## src/rtl/ostb_pkg.sv

```systemverilog
// Shared types and codes for the one-shot timer bank.
// No dependencies; used by every module of the block.
package ostb_pkg;

    // Parameter defaults and fixed widths
    localparam int DEF_TIMER_SLOTS = 16;
    localparam int RESULT_CAP      = 16;
    localparam int CNT_W           = 5;
    localparam int DUR_W           = 24;
    localparam int ELAP_W          = 25;
    localparam int STEP_W          = 10;
    localparam int SLOT_W          = 4;
    localparam logic [STEP_W-1:0] STEP_RESET = 10'd16;

    // Input opcodes
    localparam logic [1:0] OP_TICK   = 2'd0;
    localparam logic [1:0] OP_ADD    = 2'd1;
    localparam logic [1:0] OP_REMOVE = 2'd2;
    localparam logic [1:0] OP_CLEAR  = 2'd3;

    // Result event codes
    localparam logic [1:0] EV_ADDED   = 2'd0;
    localparam logic [1:0] EV_FULL    = 2'd1;
    localparam logic [1:0] EV_EXPIRED = 2'd2;
    localparam logic [1:0] EV_NONE    = 2'd3;

    // Contents of one timer cell
    typedef struct packed {
        logic              active;
        logic [DUR_W-1:0]  dur;
        logic [ELAP_W-1:0] elapsed;
    } t_slot;

    // Status from the head update logic to the sequencer
    typedef struct packed {
        logic expired;
        logic take;
    } t_head_flags;

    typedef enum logic [1:0] {
        ST_IDLE,
        ST_TICK,
        ST_ADD,
        ST_FIN
    } t_state;

endpackage

```

## src/rtl/ostb_cell.sv

```systemverilog
// One timer cell of the rotating chain: active flag, duration, elapsed count.
// Depends on ostb_pkg.
module ostb_cell
    import ostb_pkg::*;
(
    input  logic  i_clk,
    input  logic  i_rst_n,
    input  logic  i_shift,   // take the neighbor's contents this cycle
    input  logic  i_clr,     // drop the active flag
    input  t_slot i_in,
    output t_slot o_q
);

    logic              r_active;
    logic [DUR_W-1:0]  r_dur;
    logic [ELAP_W-1:0] r_elapsed;

    // Active flag: cleared by reset, remove or clear; a shift loads it instead
    always_ff @(posedge i_clk) begin
        if (!i_rst_n) begin
            r_active <= 1'b0;
        end else if (i_shift) begin
            r_active <= i_in.active;
        end else if (i_clr) begin
            r_active <= 1'b0;
        end
    end

    // Payload moves with the chain
    always_ff @(posedge i_clk) begin
        if (i_shift) begin
            r_dur     <= i_in.dur;
            r_elapsed <= i_in.elapsed;
        end
    end

    assign o_q = '{active: r_active, dur: r_dur, elapsed: r_elapsed};

endmodule

```

## src/rtl/ostb_head.sv

```systemverilog
// Update logic at the head of the cell chain: tick advance/expiry and slot take.
// Depends on ostb_pkg.
module ostb_head
    import ostb_pkg::*;
(
    input  t_slot             i_head,
    input  logic [STEP_W-1:0] i_step,
    input  logic [DUR_W-1:0]  i_dur,
    input  logic              i_is_tick,
    input  logic              i_is_add,
    input  logic              i_found,
    output t_slot             o_new,
    output t_head_flags       o_flags
);

    logic [ELAP_W-1:0] w_sum;
    logic              w_expired;
    logic              w_take;

    // Elapsed count cannot overflow 25 bits for an active slot
    assign w_sum     = i_head.elapsed + ELAP_W'(i_step);
    assign w_expired = i_is_tick && i_head.active && (w_sum >= ELAP_W'(i_head.dur));
    assign w_take    = i_is_add && !i_found && !i_head.active;

    always_comb begin
        o_new = i_head;
        if (i_is_tick && i_head.active) begin
            o_new.elapsed = w_sum;
            if (w_expired) begin
                o_new.active = 1'b0;
            end
        end
        if (w_take) begin
            o_new.active  = 1'b1;
            o_new.dur     = i_dur;
            o_new.elapsed = '0;
        end
    end

    assign o_flags = '{expired: w_expired, take: w_take};

endmodule

```

## src/rtl/one_shot_timer_bank.sv

```systemverilog
// Top level of the one-shot timer bank: command sequencer, output register,
// and the rotating chain of timer cells. Depends on ostb_pkg, ostb_cell, ostb_head.
//
// Usage:
//   Commands enter on the slave stream (tuser = opcode, tdata = duration and
//   slot). Results leave on the master stream (tuser = event, tdata = slot,
//   tlast marks the final result of a command). The user must write step_ms through
//   i_cfg_we / i_cfg_wdata only while the block is idle; the block does not check.
// Timing:
//   The TIMER_SLOTS cells form a ring that, during tick and add, rotates one
//   position per cycle unless an output stall halts it; the head cell is
//   updated as it passes. Tick and add take one full turn of the ring, then
//   post the final result; remove and clear act at accept. One command is
//   in work at a time. Each tick result is held one step so tlast can be set
//   on the final one.
// Reset:
//   All timers inactive, step_ms = 16, output empty.
// Stalls:
//   A single output register sits between the sides. While it is full and the
//   receiver holds tready low, the ring halts when another expiry must be
//   posted, and the closing beat waits; tready on the slave side stays low
//   until the command has posted its closing beat.
module one_shot_timer_bank
    import ostb_pkg::*;
#(
    parameter int TIMER_SLOTS = DEF_TIMER_SLOTS
) (
    input  logic              i_clk,
    input  logic              i_rst_n,
    // configuration
    input  logic              i_cfg_we,
    input  logic [STEP_W-1:0] i_cfg_wdata,    // step_ms
    // command stream
    input  logic              i_s_tvalid,
    output logic              o_s_tready,
    input  logic [31:0]       i_s_tdata,      // [23:0] duration_ms, [27:24] slot
    input  logic [1:0]        i_s_tuser,      // [1:0] opcode
    // result stream
    output logic              o_m_tvalid,
    input  logic              i_m_tready,
    output logic [7:0]        o_m_tdata,      // [3:0] slot_out
    output logic [1:0]        o_m_tuser,      // [1:0] event_res
    output logic              o_m_tlast       // last
);

    localparam int IW = (TIMER_SLOTS > 1) ? $clog2(TIMER_SLOTS) : 1;
    localparam int SW = (IW > SLOT_W) ? IW : SLOT_W;

    // Registers
    t_state              r_state, n_state;
    logic [STEP_W-1:0]   r_step;
    logic [DUR_W-1:0]    r_dur, n_dur;
    logic [1:0]          r_op, n_op;
    logic [IW-1:0]       r_idx, n_idx;
    logic                r_hit, n_hit;
    logic [SLOT_W-1:0]   r_hit_slot, n_hit_slot;
    logic [CNT_W-1:0]    r_cnt, n_cnt;
    logic                r_out_valid, n_out_valid;
    logic [1:0]          r_out_evt, n_out_evt;
    logic [SLOT_W-1:0]   r_out_slot, n_out_slot;
    logic                r_out_last, n_out_last;

    // Chain signals
    t_slot               w_q [TIMER_SLOTS];
    t_slot               w_head_new;
    t_head_flags         w_flags;
    logic                w_shift;
    logic                w_clr_all;
    logic                w_rm;
    logic [SLOT_W-1:0]   w_rm_slot;

    logic                w_accept;
    logic                w_can_load;
    logic                w_report;
    logic                w_last_idx;
    logic [SW-1:0]       w_idx_ext;
    logic [SLOT_W-1:0]   w_idx_slot;

    assign w_accept   = i_s_tvalid && o_s_tready;
    assign w_can_load = !r_out_valid || i_m_tready;
    assign w_last_idx = (r_idx == IW'(TIMER_SLOTS - 1));
    assign w_idx_ext  = SW'(r_idx);
    assign w_idx_slot = w_idx_ext[SLOT_W-1:0];
    assign w_rm_slot  = i_s_tdata[27:24];
    assign w_clr_all  = w_accept && (i_s_tuser == OP_CLEAR);
    assign w_rm       = w_accept && (i_s_tuser == OP_REMOVE);
    assign w_report   = w_flags.expired && (r_cnt < CNT_W'(RESULT_CAP));

    // Head update
    ostb_head u_head (
        .i_head    (w_q[0]),
        .i_step    (r_step),
        .i_dur     (r_dur),
        .i_is_tick (r_state == ST_TICK),
        .i_is_add  (r_state == ST_ADD),
        .i_found   (r_hit),
        .o_new     (w_head_new),
        .o_flags   (w_flags)
    );

    // Ring of cells; the updated head re-enters at the tail
    for (genvar k = 0; k < TIMER_SLOTS; k++) begin : g_cell
        t_slot w_in;
        logic  w_clr;
        if (k == TIMER_SLOTS - 1) begin : g_tail
            assign w_in = w_head_new;
        end else begin : g_mid
            assign w_in = w_q[k+1];
        end
        assign w_clr = w_clr_all || (w_rm && (32'(w_rm_slot) == 32'(k)));
        ostb_cell u_cell (
            .i_clk   (i_clk),
            .i_rst_n (i_rst_n),
            .i_shift (w_shift),
            .i_clr   (w_clr),
            .i_in    (w_in),
            .o_q     (w_q[k])
        );
    end

    // Sequencer: next state and outputs
    always_comb begin
        n_state     = r_state;
        n_dur       = r_dur;
        n_op        = r_op;
        n_idx       = r_idx;
        n_hit       = r_hit;
        n_hit_slot  = r_hit_slot;
        n_cnt       = r_cnt;
        n_out_valid = r_out_valid && !i_m_tready;
        n_out_evt   = r_out_evt;
        n_out_slot  = r_out_slot;
        n_out_last  = r_out_last;
        w_shift     = 1'b0;
        o_s_tready  = 1'b0;

        unique case (r_state)
            ST_IDLE: begin
                o_s_tready = 1'b1;
                if (i_s_tvalid) begin
                    n_op       = i_s_tuser;
                    n_dur      = i_s_tdata[DUR_W-1:0];
                    n_idx      = '0;
                    n_hit      = 1'b0;
                    n_hit_slot = '0;
                    n_cnt      = '0;
                    unique case (i_s_tuser)
                        OP_TICK: n_state = ST_TICK;
                        OP_ADD:  n_state = ST_ADD;
                        default: n_state = ST_FIN;
                    endcase
                end
            end
            ST_TICK: begin
                // hold a new expiry until the pending one can be posted
                if (!(w_report && r_hit && !w_can_load)) begin
                    w_shift = 1'b1;
                    if (w_report) begin
                        if (r_hit) begin
                            n_out_valid = 1'b1;
                            n_out_evt   = EV_EXPIRED;
                            n_out_slot  = r_hit_slot;
                            n_out_last  = 1'b0;
                        end
                        n_hit      = 1'b1;
                        n_hit_slot = w_idx_slot;
                        n_cnt      = r_cnt + CNT_W'(1);
                    end
                    if (w_last_idx) begin
                        n_state = ST_FIN;
                    end else begin
                        n_idx = r_idx + IW'(1);
                    end
                end
            end
            ST_ADD: begin
                w_shift = 1'b1;
                if (w_flags.take) begin
                    n_hit      = 1'b1;
                    n_hit_slot = w_idx_slot;
                end
                if (w_last_idx) begin
                    n_state = ST_FIN;
                end else begin
                    n_idx = r_idx + IW'(1);
                end
            end
            ST_FIN: begin
                // post the final beat of the command
                if (w_can_load) begin
                    n_out_valid = 1'b1;
                    n_out_last  = 1'b1;
                    n_out_slot  = '0;
                    n_out_evt   = EV_NONE;
                    if (r_op == OP_TICK && r_hit) begin
                        n_out_evt  = EV_EXPIRED;
                        n_out_slot = r_hit_slot;
                    end else if (r_op == OP_ADD) begin
                        n_out_evt  = r_hit ? EV_ADDED : EV_FULL;
                        n_out_slot = r_hit ? r_hit_slot : '0;
                    end
                    n_state = ST_IDLE;
                end
            end
            default: n_state = ST_IDLE;
        endcase
    end

    // State register
    always_ff @(posedge i_clk) begin
        if (!i_rst_n) begin
            r_state <= ST_IDLE;
        end else begin
            r_state <= n_state;
        end
    end

    // Control registers
    always_ff @(posedge i_clk) begin
        if (!i_rst_n) begin
            r_step      <= STEP_RESET;
            r_op        <= OP_TICK;
            r_idx       <= '0;
            r_hit       <= 1'b0;
            r_cnt       <= '0;
            r_out_valid <= 1'b0;
        end else begin
            if (i_cfg_we) begin
                r_step <= i_cfg_wdata;
            end
            r_op        <= n_op;
            r_idx       <= n_idx;
            r_hit       <= n_hit;
            r_cnt       <= n_cnt;
            r_out_valid <= n_out_valid;
        end
    end

    // Payload registers
    always_ff @(posedge i_clk) begin
        r_dur      <= n_dur;
        r_hit_slot <= n_hit_slot;
        r_out_evt  <= n_out_evt;
        r_out_slot <= n_out_slot;
        r_out_last <= n_out_last;
    end

    assign o_m_tvalid = r_out_valid;
    assign o_m_tdata  = {4'b0000, r_out_slot};
    assign o_m_tuser  = r_out_evt;
    assign o_m_tlast  = r_out_last;

endmodule
```

## config.mk

```make
export PLATFORM = sky130hd
export DESIGN_NAME = one_shot_timer_bank
export DESIGN_NICKNAME = d
export VERILOG_FILES = /design/src/rtl/ostb_pkg.sv /design/src/rtl/ostb_cell.sv /design/src/rtl/ostb_head.sv /design/src/rtl/one_shot_timer_bank.sv
export SDC_FILE = /design/constraint.sdc
export NUM_CORES = 1
export LEC_CHECK = 0
export ABC_CLOCK_PERIOD_IN_PS = 60000
export BUFFER_PORTS_ARGS = -buffer_cell sky130_fd_sc_hd__buf_2
export CAP_MARGIN = 40
export CELL_PAD_IN_SITES_DETAIL_PLACEMENT = 1
export CELL_PAD_IN_SITES_GLOBAL_PLACEMENT = 1
export CORE_ASPECT_RATIO = 1.4
export CORE_MARGIN = 5
export CORE_UTILIZATION = 58
export CTS_CLUSTER_SIZE = 16
export DETAILED_ROUTE_END_ITERATION = 10
export PLACE_DENSITY_LB_ADDON = 0.05
export SLEW_MARGIN = 25
export SYNTH_ARGS = -nofsm -noshare
export SYNTH_HDL_FRONTEND = slang
export SYNTH_SLANG_ARGS = --single-unit
```

## constraint.sdc

```tcl
create_clock -name i_clk -period 60 [get_ports i_clk]
set_input_delay 12 -clock i_clk [delete_from_list [all_inputs] [get_ports i_clk]]
set_output_delay 12 -clock i_clk [all_outputs]
set_load 0.02 [all_outputs]
```

==> results.yml <==
outcome:
  status: "finished, final reports clean"
grt:
  grt.total_usage_pct: 18.9
  grt_first_pass_wirelength_um: 77400
  grt_max_degree: 196
  grt_pass1_vias: 13300
  overflow: 0
  antenna_found_initial: 1
synth:
  synth_top_area_share_pct: 84.8
  yosysMostFrequentCell: "edfxtp_1"
  ys_ff_latch: 860
  synth_edf_count: 819
  ys_warn_count: 0
  synthDistinctLibCells: 58
  synth_ff_type: "edfxtp_1"
  yosys.area.top_type: "edfxtp_1"
  syn_avg_cell_area_um2: 20.2
  synthTopCellsByArea: "edfxtp_1 85%, dfxtp_1 2.8%, ha_1 1.8%"
  async_reset_ff_share_pct: 0
  seq_area_frac_synth_pct: 87.6
  netlist_area_mm2: 0.0290
  synthTopCellsByCount: "819 x edfxtp_1, 119 x nand2_1, 50 x o21ai_0, 42 x inv_1"
  netlist_instances: 1438
floorplanning:
  die_x_um: 199
  design.core.area_mm2: 0.0498
  die-area_mm2: 0.0546
  die_h_um: 275
  io_pins: 62
  initial_core_util_pct: 58.3
  rows: 97
routing:
  post-route-drc-count: 0
  drt_wl_total_um: 50700
  drtIter0Drc: 724
  vias_per_cell: 5.48
  via_count: 12400
  drt-wirelength-per-cell_um: 22.4
  drtPass1Iterations: 5
  drtAntennaViolNets: 0
finish:
  fin_nets: 1649
  post-route-util_pct: 65.7
  multi_input_comb_area_mm2: 0.00327
  stdcell_count: 2264
  area_growth_syn_to_layout_pct: 12.8
  seq_area_mm2: 0.0254
  stdcell_area_mm2: 0.0327
  fill_cells: 4061
  drive_gt1_share_pct: 12.5
pwr:
  peakVddDrop_mv: 0.0361
  p_leak_nw: 10.9
  p_per_area_mw_per_mm2: 51.0
worst_setup_path:
  arrival_ns: 16.53
  cp_max_fo: 195
  setup.worst_path.start_class: "input port"
  r2r_start: "g_cell[0].u_cell.r_elapsed[1]"
  reg2reg_slack_ns: 50.18
  end_kind: "flip-flop"
  criticalPathCategory: "input port to flip-flop"
  r2r-end: "g_cell[9].u_cell.r_dur[21]"
  cp.required_ns: 60.29
  r2r_cells: 26
clock_tree:
  cts-htree-levels: 3
  clk_pin_slew_ns: 0.07
  post_cts_buffers: 0
  cts_tree: "yes"
  clk_path_buf_depth: 3
  hold_buffers: 0
  numCtsBuffers: 77
  clock_sinks: 860
  root_buffer: "clkbuf_16"
  cts_resized: 0
  clkLatencyLatePin_ns: 0.62
worst_hold_path:
  hold_end: "g_cell[11].u_cell.r_dur[8]"
  worstHoldPathType: "flip-flop to flip-flop"
  hold_depth: 0
  hold_start: "g_cell[12].u_cell.r_dur[8]"
timing:
  fin_setup_tns_ns: 0
  holdWs_ns: 0.403
  fin_crit_sh_pct: 27.1
  rsz0062_at_grt: "no"
  fmax_ghz: 0.0616
  max_slew_margin_pct: 31.7
  period_minus_slack_ns: 16.24
  final_max_slew_viol_count: 0
  worst_slew_pin_slew_ns: 1.02
  fin_skew_ns: 0.0311
  hold_viol: 0
  finalSetupViolCount: 0
place:
  port_buffers: 53
  gp_congestion: 0.785
  place_inst: 2120
  placed_area_mm2: 0.0302
  dp_hpwl_um: 29500
run:
  drv_cap: 0
## cells in the final DEF (no fill, tap or decap), types with 4 or more instances in the layout
| master | instances |
|---|---|
| xnor2_1 | 11 |
| o21ai_0 | 50 |
| nand3_1 | 25 |
| clkinv_1 | 13 |
| mux2i_1 | 33 |
| ha_1 | 41 |
| inv_1 | 40 |
| a22oi_1 | 4 |
| a21boi_0 | 4 |
| dfxtp_1 | 41 |
| clkbuf_16 | 80 |
| nand2b_1 | 5 |
| and2_1 | 11 |
| nand4_1 | 27 |
| nor2b_1 | 18 |
| buf_2 | 53 |
| bufinv_16 | 8 |
| o221ai_1 | 4 |
| a21oi_1 | 22 |
| nor2_1 | 33 |
| nor4_1 | 4 |
| a21o_1 | 7 |
| nor3_1 | 11 |
| xor2_1 | 8 |
| clkinv_2 | 16 |
| buf_16 | 4 |
| clkbuf_1 | 16 |
| buf_4 | 11 |
| edfxtp_1 | 819 |
| and3_1 | 7 |
| a31oi_1 | 4 |
| conb_1 | 4 |
| nand2_1 | 119 |
| o31ai_1 | 5 |
## kinds of logic after synthesis
group	Yosys count	synth area share [%]
other cells	1	0.0129
xor+xnor	19	0.574
simple gates	271	4.43
fa+ha+maj	42	1.84
compound gates	132	3.09
mux	36	1.26
buf+inv	77	1.16
flops	860	87.6
## how the worst max path moves through the flow
stage	end	cells past startpoint	startpoint
finish	g_cell[9].u_cell.r_dur[21]	14	i_m_tready
global route	g_cell[12].u_cell.r_dur[22]	14	i_m_tready
CTS	g_cell[11].u_cell.r_dur[21]	14	i_m_tready
detailed placement	g_cell[10].u_cell.r_dur[13]	14	i_m_tready
global placement	g_cell[12].u_cell.r_dur[22]	11	i_m_tready
floorplan	g_cell[0].u_cell.r_dur[0]	7	i_m_tready
## where the power goes
part / internal, W / switching [W] / total [W] / leakage (nW)
clock: 0.000282 / 0.000210 / 0.000493 / 1.24
sequential: 0.000892 / 0.0000497 / 0.000942 / 7.83
combinational: 0.0000522 / 0.000181 / 0.000233 / 1.86
## state kept, by name, summed over array words and instances (netlist names)
register                 count
o_m_tlast                    1
g_cell.u_cell.r_elapsed    400
r_out_slot                   4
r_state                      2
r_hit_slot                   4
r_step                      10
r_dur                       24
g_cell.u_cell.r_active      16
o_m_tuser                    2
r_hit                        1
r_op                         2
g_cell.u_cell.r_dur        384
o_m_tvalid                   1
r_idx                        4
r_cnt                        5
## metrics by stage
stage	power (W)	setup slack, ns
3_5_place_dp	0.00119	43.01
4_1_cts	0.00169	43.69
2_1_floorplan	0.00126	31.18
3_3_place_gp	0.00115	42.39
5_1_grt	0.00175	43.41
6_report	0.00167	43.76
## final cells by class
class / instances / share of cell area, %
clock buffer: 98 / 6.39
multi-input combinational: 504 / 10.0
inverter: 42 / 0.505
sequential: 860 / 77.7
clock inverter: 43 / 1.30
antenna: 1 / 0.00765
tap: 643 / 2.46
timing repair buffer: 73 / 1.64
## worst max-delay path, stage by stage
cell and delay [ns]:
buf_2 0.08, nor2b_1 0.09, nand2_1 0.14, o31a_1 0.14, o21ai_2 0.05, buf_4 0.26, inv_8 0.36, buf_12 0.68
buf_4 0.65, buf_12 0.32, buf_4 0.48, buf_16 0.32, buf_4 0.49, buf_16 0.31
## layer usage
layer / track usage [%] / share of wire (%) / vias up
met1: 25.2 / 42 / 6329
met3: 3.58 / 3.6 / 76
met2: 31.2 / 51 / 224
met5: 0 / 0 / -
li1: - / - / 5781
met4: 7.20 / 3.2 / 0
Note: power is estimated with default switching activity, not from simulation.
